`config.mk`:
```
export PLATFORM = sky130hd
export DESIGN_NAME = nfa_epsilon_closure_matcher_top
export DESIGN_NICKNAME = d
export VERILOG_FILES = /design/src/design/nec_pkg.sv /design/src/design/nec_edge_mem.sv /design/src/design/nec_seq.sv /design/src/design/nec_out.sv /design/src/design/nfa_epsilon_closure_matcher_top.sv
export VERILOG_INCLUDE_DIRS = /design/src /design/src/design
export SDC_FILE = /design/constraint.sdc
export NUM_CORES = 2
export LEC_CHECK = 0
export ABC_AREA = 1
export BUFFER_PORTS_ARGS = -buffer_cell sky130_fd_sc_hd__buf_2
export CORE_ASPECT_RATIO = 0.75
export CORE_MARGIN = 10
export CORE_UTILIZATION = 30
export CTS_BUF_LIST = sky130_fd_sc_hd__clkbuf_4 sky130_fd_sc_hd__clkbuf_8 sky130_fd_sc_hd__clkbuf_16
export CTS_CLUSTER_DIAMETER = 60
export DETAILED_ROUTE_END_ITERATION = 8
export RECOVER_POWER = 50
export SYNTH_ARGS = -nofsm -noshare
export SYNTH_HDL_FRONTEND = slang
export SYNTH_SLANG_ARGS = --single-unit
```
`constraint.sdc`:
```
create_clock -name i_clk -period 5.4 [get_ports i_clk]
set_clock_uncertainty 0.2 [all_clocks]
set_input_delay 0 -clock i_clk [delete_from_list [all_inputs] [get_ports i_clk]]
set_output_delay 0 -clock i_clk [all_outputs]
set_load 0.005 [all_outputs]
```
`src/design/nfa_epsilon_closure_matcher_top_defines.svh`:
```
// assertion macros for the nfa matcher
`ifndef NFA_EPSILON_CLOSURE_MATCHER_TOP_DEFINES_SVH
`define NFA_EPSILON_CLOSURE_MATCHER_TOP_DEFINES_SVH

// same-cycle implication, disabled in reset
`define NEC_ASSERT_IMP(label, clk, rst_n, ante, cons, msg) \
    label: assert property (@(posedge clk) disable iff (!rst_n) (ante) |-> (cons)) \
        else $error(msg);

// next-cycle implication, disabled in reset
`define NEC_ASSERT_NXT(label, clk, rst_n, ante, cons, msg) \
    label: assert property (@(posedge clk) disable iff (!rst_n) (ante) |=> (cons)) \
        else $error(msg);

`endif

```
`src/design/nec_pkg.sv`:
```
// shared types and constants of the nfa matcher
`default_nettype none

package nec_pkg;

    localparam logic [1:0] OP_LOAD   = 2'd0;
    localparam logic [1:0] OP_START  = 2'd1;
    localparam logic [1:0] OP_SYMBOL = 2'd2;

    localparam logic [1:0] KIND_NONE    = 2'd0;
    localparam logic [1:0] KIND_SYMBOL  = 2'd1;
    localparam logic [1:0] KIND_EPSILON = 2'd2;

    localparam logic CFG_START  = 1'b0;
    localparam logic CFG_ACCEPT = 1'b1;

    typedef enum logic [1:0] {
        S_IDLE,
        S_STEP,
        S_CLOS,
        S_DONE
    } t_state;

    typedef struct packed {
        logic [1:0] kind;
        logic [7:0] sym;
        logic [5:0] t1;
        logic [5:0] t2;
        logic       t2_ok;
    } t_entry;

    typedef struct packed {
        logic       en;
        logic [5:0] addr;
        t_entry     data;
    } t_mem_wr;

    typedef struct packed {
        logic accepted;
        logic no_live;
    } t_result;

endpackage

`default_nettype wire

```
`src/design/nec_edge_mem.sv`:
```
// edge table memory, one write port and one registered read port
`default_nettype none

module nec_edge_mem #(
    parameter int NFA_STATES = 64
) (
    input  wire                             i_clk,
    input  nec_pkg::t_mem_wr                i_wr,
    input  wire                             i_rd_en,
    input  wire [$clog2(NFA_STATES)-1:0]    i_rd_addr,
    output nec_pkg::t_entry                 o_rd_data
);
    import nec_pkg::*;

    localparam int SW = $clog2(NFA_STATES);
    localparam int IW = (SW > 6) ? SW : 6;

    t_entry           r_mem [NFA_STATES];
    t_entry           r_rd_data;
    logic [IW-1:0]    wr_ext;

    assign wr_ext    = IW'(i_wr.addr);
    assign o_rd_data = r_rd_data;

    always_ff @(posedge i_clk) begin
        if (i_wr.en) begin
            r_mem[wr_ext[SW-1:0]] <= i_wr.data;
        end
        if (i_rd_en) begin
            r_rd_data <= r_mem[i_rd_addr];
        end
    end

endmodule

`default_nettype wire

```
`src/design/nec_seq.sv`:
```
// sequencer: active set, table sweeps and closure passes
`default_nettype none

module nec_seq #(
    parameter int NFA_STATES = 64
) (
    input  wire                             i_clk,
    input  wire                             i_rst_n,
    input  wire                             i_cfg_we,
    input  wire                             i_cfg_index,
    input  wire [5:0]                       i_cfg_data,
    input  wire                             i_in_valid,
    output logic                            o_in_stall,
    input  wire [1:0]                       i_op,
    input  wire [5:0]                       i_entry_index,
    input  wire [1:0]                       i_entry_kind,
    input  wire [7:0]                       i_edge_symbol,
    input  wire [5:0]                       i_first_target,
    input  wire [5:0]                       i_second_target,
    input  wire                             i_second_valid,
    input  wire [7:0]                       i_symbol,
    output nec_pkg::t_mem_wr                o_mem_wr,
    output logic                            o_rd_en,
    output logic [$clog2(NFA_STATES)-1:0]   o_rd_addr,
    input  nec_pkg::t_entry                 i_rd_data,
    input  wire                             i_out_free,
    output logic                            o_res_load,
    output nec_pkg::t_result                o_res
);
    import nec_pkg::*;
    `include "nfa_epsilon_closure_matcher_top_defines.svh"

    localparam int SW = $clog2(NFA_STATES);
    localparam int IW = (SW > 6) ? SW : 6;
    localparam logic [SW-1:0] LAST = SW'(NFA_STATES - 1);

    t_state                  r_state, n_state;
    logic                    r_issue, n_issue;
    logic [SW-1:0]           r_addr, n_addr;
    logic                    r_rvalid;
    logic [SW-1:0]           r_ridx;
    logic                    r_grew, n_grew;
    logic [NFA_STATES-1:0]   r_active, n_active;
    logic [NFA_STATES-1:0]   r_next, n_next;
    logic [7:0]              r_sym, n_sym;
    logic [5:0]              r_start_state;
    logic [5:0]              r_accept_state;
    logic                    in_accept;
    logic                    hit;
    logic                    grow_now;
    logic                    pass_end;

    function automatic logic f_inr(input logic [5:0] x);
        return ({26'd0, x} < 32'(NFA_STATES));
    endfunction

    function automatic logic [SW-1:0] f_idx(input logic [5:0] x);
        logic [IW-1:0] e;
        e = IW'(x);
        return e[SW-1:0];
    endfunction

    assign in_accept  = i_in_valid && (r_state == S_IDLE);
    assign o_in_stall = (r_state != S_IDLE);
    assign o_rd_en    = r_issue;
    assign o_rd_addr  = r_addr;
    assign hit        = r_rvalid && r_active[r_ridx];
    assign pass_end   = r_rvalid && (r_ridx == LAST);

    assign o_res.accepted = f_inr(r_accept_state) && r_active[f_idx(r_accept_state)];
    assign o_res.no_live  = ~|r_active;

    always_ff @(posedge i_clk) begin
        if (!i_rst_n) begin
            r_state        <= S_IDLE;
            r_issue        <= 1'b0;
            r_addr         <= '0;
            r_rvalid       <= 1'b0;
            r_ridx         <= '0;
            r_grew         <= 1'b0;
            r_active       <= '0;
            r_start_state  <= '0;
            r_accept_state <= '0;
        end else begin
            r_state  <= n_state;
            r_issue  <= n_issue;
            r_addr   <= n_addr;
            r_rvalid <= r_issue;
            r_ridx   <= r_addr;
            r_grew   <= n_grew;
            r_active <= n_active;
            if (i_cfg_we) begin
                if (i_cfg_index == CFG_START) begin
                    r_start_state <= i_cfg_data;
                end else begin
                    r_accept_state <= i_cfg_data;
                end
            end
        end
    end

    always_ff @(posedge i_clk) begin
        r_next <= n_next;
        r_sym  <= n_sym;
    end

    always_comb begin
        n_state       = r_state;
        n_issue       = r_issue;
        n_addr        = r_addr;
        n_grew        = r_grew;
        n_active      = r_active;
        n_next        = r_next;
        n_sym         = r_sym;
        o_mem_wr      = '0;
        o_res_load    = 1'b0;
        grow_now      = 1'b0;

        // address sweep advance
        if (r_issue) begin
            if (r_addr == LAST) begin
                n_issue = 1'b0;
            end else begin
                n_addr = r_addr + 1'b1;
            end
        end

        case (r_state)
            S_IDLE: begin
                if (in_accept) begin
                    case (i_op)
                        OP_LOAD: begin
                            o_mem_wr.en        = f_inr(i_entry_index);
                            o_mem_wr.addr      = i_entry_index;
                            o_mem_wr.data.kind = i_entry_kind;
                            o_mem_wr.data.sym  = i_edge_symbol;
                            o_mem_wr.data.t1   = i_first_target;
                            o_mem_wr.data.t2   = i_second_target;
                            o_mem_wr.data.t2_ok = i_second_valid;
                            n_state = S_DONE;
                        end
                        OP_START: begin
                            n_active = '0;
                            if (f_inr(r_start_state)) begin
                                n_active[f_idx(r_start_state)] = 1'b1;
                            end
                            n_state = S_CLOS;
                            n_issue = 1'b1;
                            n_addr  = '0;
                            n_grew  = 1'b0;
                        end
                        OP_SYMBOL: begin
                            n_sym   = i_symbol;
                            n_next  = '0;
                            n_state = S_STEP;
                            n_issue = 1'b1;
                            n_addr  = '0;
                        end
                        default: begin
                            n_state = S_DONE;
                        end
                    endcase
                end
            end
            S_STEP: begin
                if (hit && (i_rd_data.kind == KIND_SYMBOL) && (i_rd_data.sym == r_sym)
                        && f_inr(i_rd_data.t1)) begin
                    n_next[f_idx(i_rd_data.t1)] = 1'b1;
                end
                if (pass_end) begin
                    n_active = n_next;
                    n_state  = S_CLOS;
                    n_issue  = 1'b1;
                    n_addr   = '0;
                    n_grew   = 1'b0;
                end
            end
            S_CLOS: begin
                if (hit && (i_rd_data.kind == KIND_EPSILON)) begin
                    if (f_inr(i_rd_data.t1) && !r_active[f_idx(i_rd_data.t1)]) begin
                        n_active[f_idx(i_rd_data.t1)] = 1'b1;
                        grow_now = 1'b1;
                    end
                    if (i_rd_data.t2_ok && f_inr(i_rd_data.t2)
                            && !r_active[f_idx(i_rd_data.t2)]) begin
                        n_active[f_idx(i_rd_data.t2)] = 1'b1;
                        grow_now = 1'b1;
                    end
                end
                n_grew = r_grew || grow_now;
                if (pass_end) begin
                    if (r_grew || grow_now) begin
                        n_issue = 1'b1;
                        n_addr  = '0;
                        n_grew  = 1'b0;
                    end else begin
                        n_state = S_DONE;
                    end
                end
            end
            S_DONE: begin
                o_res_load = i_out_free;
                if (i_out_free) begin
                    n_state = S_IDLE;
                end
            end
            default: begin
                n_state = S_IDLE;
            end
        endcase
    end

    `NEC_ASSERT_IMP(a_issue_busy, i_clk, i_rst_n, r_issue,
        (r_state == S_STEP) || (r_state == S_CLOS), "table read outside a sweep")
    `NEC_ASSERT_IMP(a_idle_quiet, i_clk, i_rst_n, r_state == S_IDLE,
        !r_issue && !r_rvalid, "sweep still running in idle")
    `NEC_ASSERT_IMP(a_empty_rejects, i_clk, i_rst_n, o_res_load && o_res.no_live,
        !o_res.accepted, "empty set reported as accepted")
    `NEC_ASSERT_NXT(a_done_leaves, i_clk, i_rst_n, (r_state == S_DONE) && i_out_free,
        r_state == S_IDLE, "result beat handed over but sequencer stayed done")

endmodule

`default_nettype wire

```
`src/design/nec_out.sv`:
```
// output register for result beats
`default_nettype none

module nec_out (
    input  wire                 i_clk,
    input  wire                 i_rst_n,
    input  wire                 i_load,
    input  nec_pkg::t_result    i_res,
    output logic                o_free,
    output logic                o_out_valid,
    input  wire                 i_out_stall,
    output logic                o_accepted,
    output logic                o_no_live_state
);
    import nec_pkg::*;

    logic    r_valid;
    t_result r_res;

    assign o_free          = !r_valid || !i_out_stall;
    assign o_out_valid     = r_valid;
    assign o_accepted      = r_res.accepted;
    assign o_no_live_state = r_res.no_live;

    always_ff @(posedge i_clk) begin
        if (!i_rst_n) begin
            r_valid <= 1'b0;
        end else if (o_free) begin
            r_valid <= i_load;
        end
    end

    always_ff @(posedge i_clk) begin
        if (i_load && o_free) begin
            r_res <= i_res;
        end
    end

endmodule

`default_nettype wire

```
`src/design/nfa_epsilon_closure_matcher_top.sv`:
```
// a load entry or op three goes straight to the done state and then gives its result beat
// start and symbol items sweep the edge table; a symbol item first sweeps it for the symbol step
// then closure passes follow, 1 to N of them with N = NFA_STATES, one table read per cycle
// one item in flight at a time; the next item is taken once the result is registered
// reset clears control, config registers and the active set; the edge table is
// undefined until loaded
`default_nettype none

module nfa_epsilon_closure_matcher_top #(
    parameter int NFA_STATES = 64
) (
    input  wire         i_clk,
    input  wire         i_rst_n,
    input  wire         i_cfg_we,
    input  wire         i_cfg_index,
    input  wire [5:0]   i_cfg_data,
    input  wire         i_in_valid,
    output logic        o_in_stall,
    input  wire [1:0]   i_op,
    input  wire [5:0]   i_entry_index,
    input  wire [1:0]   i_entry_kind,
    input  wire [7:0]   i_edge_symbol,
    input  wire [5:0]   i_first_target,
    input  wire [5:0]   i_second_target,
    input  wire         i_second_valid,
    input  wire [7:0]   i_symbol,
    output logic        o_out_valid,
    input  wire         i_out_stall,
    output logic        o_accepted,
    output logic        o_no_live_state
);
    import nec_pkg::*;

    localparam int SW = $clog2(NFA_STATES);

    t_mem_wr        mem_wr;
    logic           rd_en;
    logic [SW-1:0]  rd_addr;
    t_entry         rd_data;
    logic           out_free;
    logic           res_load;
    t_result        res;

    nec_edge_mem #(
        .NFA_STATES (NFA_STATES)
    ) u_mem (
        .i_clk      (i_clk),
        .i_wr       (mem_wr),
        .i_rd_en    (rd_en),
        .i_rd_addr  (rd_addr),
        .o_rd_data  (rd_data)
    );

    nec_seq #(
        .NFA_STATES (NFA_STATES)
    ) u_seq (
        .i_clk           (i_clk),
        .i_rst_n         (i_rst_n),
        .i_cfg_we        (i_cfg_we),
        .i_cfg_index     (i_cfg_index),
        .i_cfg_data      (i_cfg_data),
        .i_in_valid      (i_in_valid),
        .o_in_stall      (o_in_stall),
        .i_op            (i_op),
        .i_entry_index   (i_entry_index),
        .i_entry_kind    (i_entry_kind),
        .i_edge_symbol   (i_edge_symbol),
        .i_first_target  (i_first_target),
        .i_second_target (i_second_target),
        .i_second_valid  (i_second_valid),
        .i_symbol        (i_symbol),
        .o_mem_wr        (mem_wr),
        .o_rd_en         (rd_en),
        .o_rd_addr       (rd_addr),
        .i_rd_data       (rd_data),
        .i_out_free      (out_free),
        .o_res_load      (res_load),
        .o_res           (res)
    );

    nec_out u_out (
        .i_clk           (i_clk),
        .i_rst_n         (i_rst_n),
        .i_load          (res_load),
        .i_res           (res),
        .o_free          (out_free),
        .o_out_valid     (o_out_valid),
        .i_out_stall     (i_out_stall),
        .o_accepted      (o_accepted),
        .o_no_live_state (o_no_live_state)
    );

endmodule

`default_nettype wire

```
==> impl_metrics.ini <==
[outcome]
run_status = complete, but fails checks
failed_checks = max-capacitance violations, max-slew violations

[placed_design]
place_ws_ns = 1.31
detailedPlacementHpwl_mm = 147
final_weighted_congestion_in_routability_driven_placement = 0.935
postPlaceCellArea_um2 = 75600
port-buffer-count = 54

[setup_path]
rr_worst_depth = 5
worstPathRequired_ns = 5.76
worst_setup_path_start_kind = register
worst_r2r_startpoint = u_seq.r_state[0]$_SDFFE_PN0P_
worst_ep_arrival_time_ns = 5.52
crit_fanout = 23
reg2reg_setup_slack_ns = 0.24
timing.critical_path.from = u_seq.r_state[0]$_SDFFE_PN0P_
capture_point_of_the_worst_path = u_mem.r_mem[1][10]$_DFFE_PP_
crit_type = register to register
critical_path.endpoint_type = register
reg2reg_to = u_mem.r_mem[1][10]$_DFFE_PP_

[route]
avgRoutedWirePerCell_um = 24.8
drc_errors = 0
initialDrtViolationCount = 7261
drt-vias-per-instance = 5.40
num_vias = 52700
detail-route-antenna-nets = 0
firstDrtPassIters = 6
wirelength_mm = 243

[floorplanning]
die-area_um2 = 257000
fp-row-count = 154
die_height_um = 442
initial_utilization = 0.302
io_pins = 55
core-area_um2 = 235000
die-width_um = 582

[power]
power.share.switching = 0.366
vdd_ir_drop_max_mv = 0.324
static-leakage-power_uw = 0.0282
power.density_nw_per_um2 = 461
comb_power_share = 0.283
internal-power_uw = 23800
power.switching_uw = 13800
clockPowerShare = 0.312
pwr-share-seq = 0.405

[synthesis]
synth_top_cell_area_share = 0.663
synth.yosys.seq_area_share = 0.689
netlist_top_cells_area = sky130_fd_sc_hd__edfxtp_1 66%, sky130_fd_sc_hd__o21ai_0 6.4%, sky130_fd_sc_hd__nand2_1 5.7%
synth_enable_flop_cells = 1569
cell_type_with_the_largest_total_area_after_synthesis = sky130_fd_sc_hd__edfxtp_1
synth_cells = 6461
synthesis.area_um2 = 71100
dominantRegCellSynth = sky130_fd_sc_hd__edfxtp_1
synth_mux_area_frac = 0
async_reset_ff_frac = 0
yosys_warnings = 0
post_synth_simple_gate_area = 0.137
synth_top_family_by_area = simple AND/OR/NAND/NOR gates
synth-xor-area-share = 0.000739
synthDistinctLibCells = 37
synthesis.nets = 6523
yosys.area_share.adder = 0.00194
synth_most_common_cell = sky130_fd_sc_hd__edfxtp_1
synth-seq-cells = 1663
share_of_the_synthesized_area_in_compound_gates_ao_oa_aoi_oai = 0.130
synth_cell_count_leaders = 1569 x sky130_fd_sc_hd__edfxtp_1, 1075 x sky130_fd_sc_hd__nand2_1, 1034 x sky130_fd_sc_hd__nor2_1
avgSynthCellArea_um2 = 11.0

[global_route]
grt_first_pass_wirelength_mm = 347
first_global_vias = 48500
gr-total-overflow = 0
met1_demand_to_capacity_share_in_global_routing = 0.265
grt_max_degree = 209
use_met2 = 0.252
groute.layer.met3.usage = 0.0537
grt_antenna_before_repair = 14
grt.busiest_layer = met1
groute.usage.overall = 0.179

[finish]
drive_gt1_frac = 0.0892
post-route-cell-area_um2 = 81600
syn_to_final_growth_pct = 14.8
fin_nets = 6578

[timing]
fin_ws_ns = 0.243
hold_vio_cnt_final = 0
max_slew_margin = -0.655
grt_setup_unrepaired = false
final_min_period_over_clock_period = 0.955
finalSetupTns_ns = 0
timing.final.crit_period_ns = 5.16
finalSetupViolations = 0
fmax_ghz = 0.194
slew_violations = 1122
tightest_slew_ns = 2.48

[clocking]
path_clk_slew_ns = 0.06
cts.root.buffer_cell = sky130_fd_sc_hd__clkbuf_16
cts-buffers-inserted = 173
cts_tree = done
clock_sink_count = 1663
clk_path_buf_depth = 4
htreeDepth = 4
insertion_delay_ns = 0.87

[worst_hold_path]
worstHoldPathCells = 4
min-delay-path-class = primary input to register

[job]
drv.max_cap_violation_count = 38
==> stage by stage <==
stage                     hold WS [ns]  total power (uW)  cells   util
after detailed placement       -0.0219             25700   9386  0.321
after CTS                       0.0134             37400   9765  0.347
after floorplan                 -0.101             21300   6461      -
after global placement         -0.0202             25600   9385  0.321
after global routing            0.0630             39000   9767  0.347
final                           0.0475             37600   9772  0.347
==> worst min-delay path by stage <==
stage	slack [ns]	to	startpoint
floorplan	-0.10	u_seq.r_sym[0]$_DFFE_PP_	i_symbol[0]
global placement	-0.02	u_seq.r_sym[3]$_DFFE_PP_	i_symbol[3]
detailed placement	-0.02	u_seq.r_sym[5]$_DFFE_PP_	i_symbol[5]
CTS	0.01	u_mem.r_mem[44][14]$_DFFE_PP_	i_edge_symbol[1]
global route	0.06	u_mem.r_mem[54][21]$_DFFE_PP_	i_entry_kind[0]
finish	0.05	u_mem.r_mem[44][21]$_DFFE_PP_	i_entry_kind[0]
==> worst max-delay path, cell delays in order (launching register included) <==
cell and delay, ns:
sky130_fd_sc_hd__dfxtp_1 0.37, sky130_fd_sc_hd__inv_1 0.13, sky130_fd_sc_hd__ha_1 0.34, sky130_fd_sc_hd__nand2_1 1.03, sky130_fd_sc_hd__nor2_1 1.98, sky130_fd_sc_hd__clkbuf_2 0.73
==> placed cells by master (no fill, tap or decap), types with 123 or more instances in the layout <==
cell	instances
sky130_fd_sc_hd__clkbuf_16	174
sky130_fd_sc_hd__nand3_1	188
sky130_fd_sc_hd__buf_4	123
sky130_fd_sc_hd__edfxtp_1	1569
sky130_fd_sc_hd__nand2_1	1074
sky130_fd_sc_hd__o22ai_1	226
sky130_fd_sc_hd__o21ai_0	909
sky130_fd_sc_hd__inv_1	290
sky130_fd_sc_hd__nor2_1	947
sky130_fd_sc_hd__o221ai_1	147
sky130_fd_sc_hd__a21oi_1	175
==> logic make-up (layout without fill, tap and decap cells) <==
family	after synthesis	after routing
buf+inv	734	918
other cells	0	7
xor+xnor	6	6
compound gates	1600	1600
fa+ha+maj	11	11
simple gates	2447	2447
flops	1663	1663
==> power groups by stage <==
| stage | logic, uW | registers, uW | clock network (uW) |
|---|---|---|---|
| 6_report | 10600 | 15200 | 11700 |
| 5_1_grt | 11400 | 15200 | 12400 |
| 4_1_cts | 10300 | 15200 | 11800 |
| 3_5_place_dp | 10200 | 15500 | 0 |
| 3_3_place_gp | 10200 | 15400 | 0 |
| 2_1_floorplan | 6160 | 15100 | 0 |
==> layer usage <==
metal	share of wire	vias up
met2	0.41	2814
met4	0.029	4
met5	0.000095	-
met1	0.44	26200
li1	-	23300
met3	0.12	373
==> what timing repair did <==
| action | CTS | global route |
|---|---|---|
| hold endpoints to repair | 1681 | 0 |
| gates resized for setup | 0 | 0 |
| hold buffers | 75 | 0 |
| setup endpoints to repair | 0 | 0 |
| buffers inserted | 0 | 0 |
==> state kept, by name, indices dropped and copies added, names as in the netlist <==
signal and flops:
u_seq.r_ridx 6, u_seq.r_next 64, u_mem.r_mem 1472, u_seq.r_grew 1
u_seq.o_rd_addr 6, u_out.o_no_live_state 1, u_seq.r_sym 8, u_seq.r_accept_state 6
u_mem.o_rd_data 23, u_seq.r_rvalid 1, u_out.o_accepted 1, u_seq.r_state 2
u_out.o_out_valid 1, u_seq.o_rd_en 1, u_seq.r_active 64, u_seq.r_start_state 6
==> cell type report <==
class                   instances  area [um2]
flip-flops and latches       1663       49000
multi-input cells            4064       19500
clock buffers                 220        4720
fillers                     23000      154000
diodes                          7        17.5
clock inverters                84         718
repair buffers                312        2500
well taps                    3120        3900
inverters                     302        1150
(Power assumes the default switching activity.)
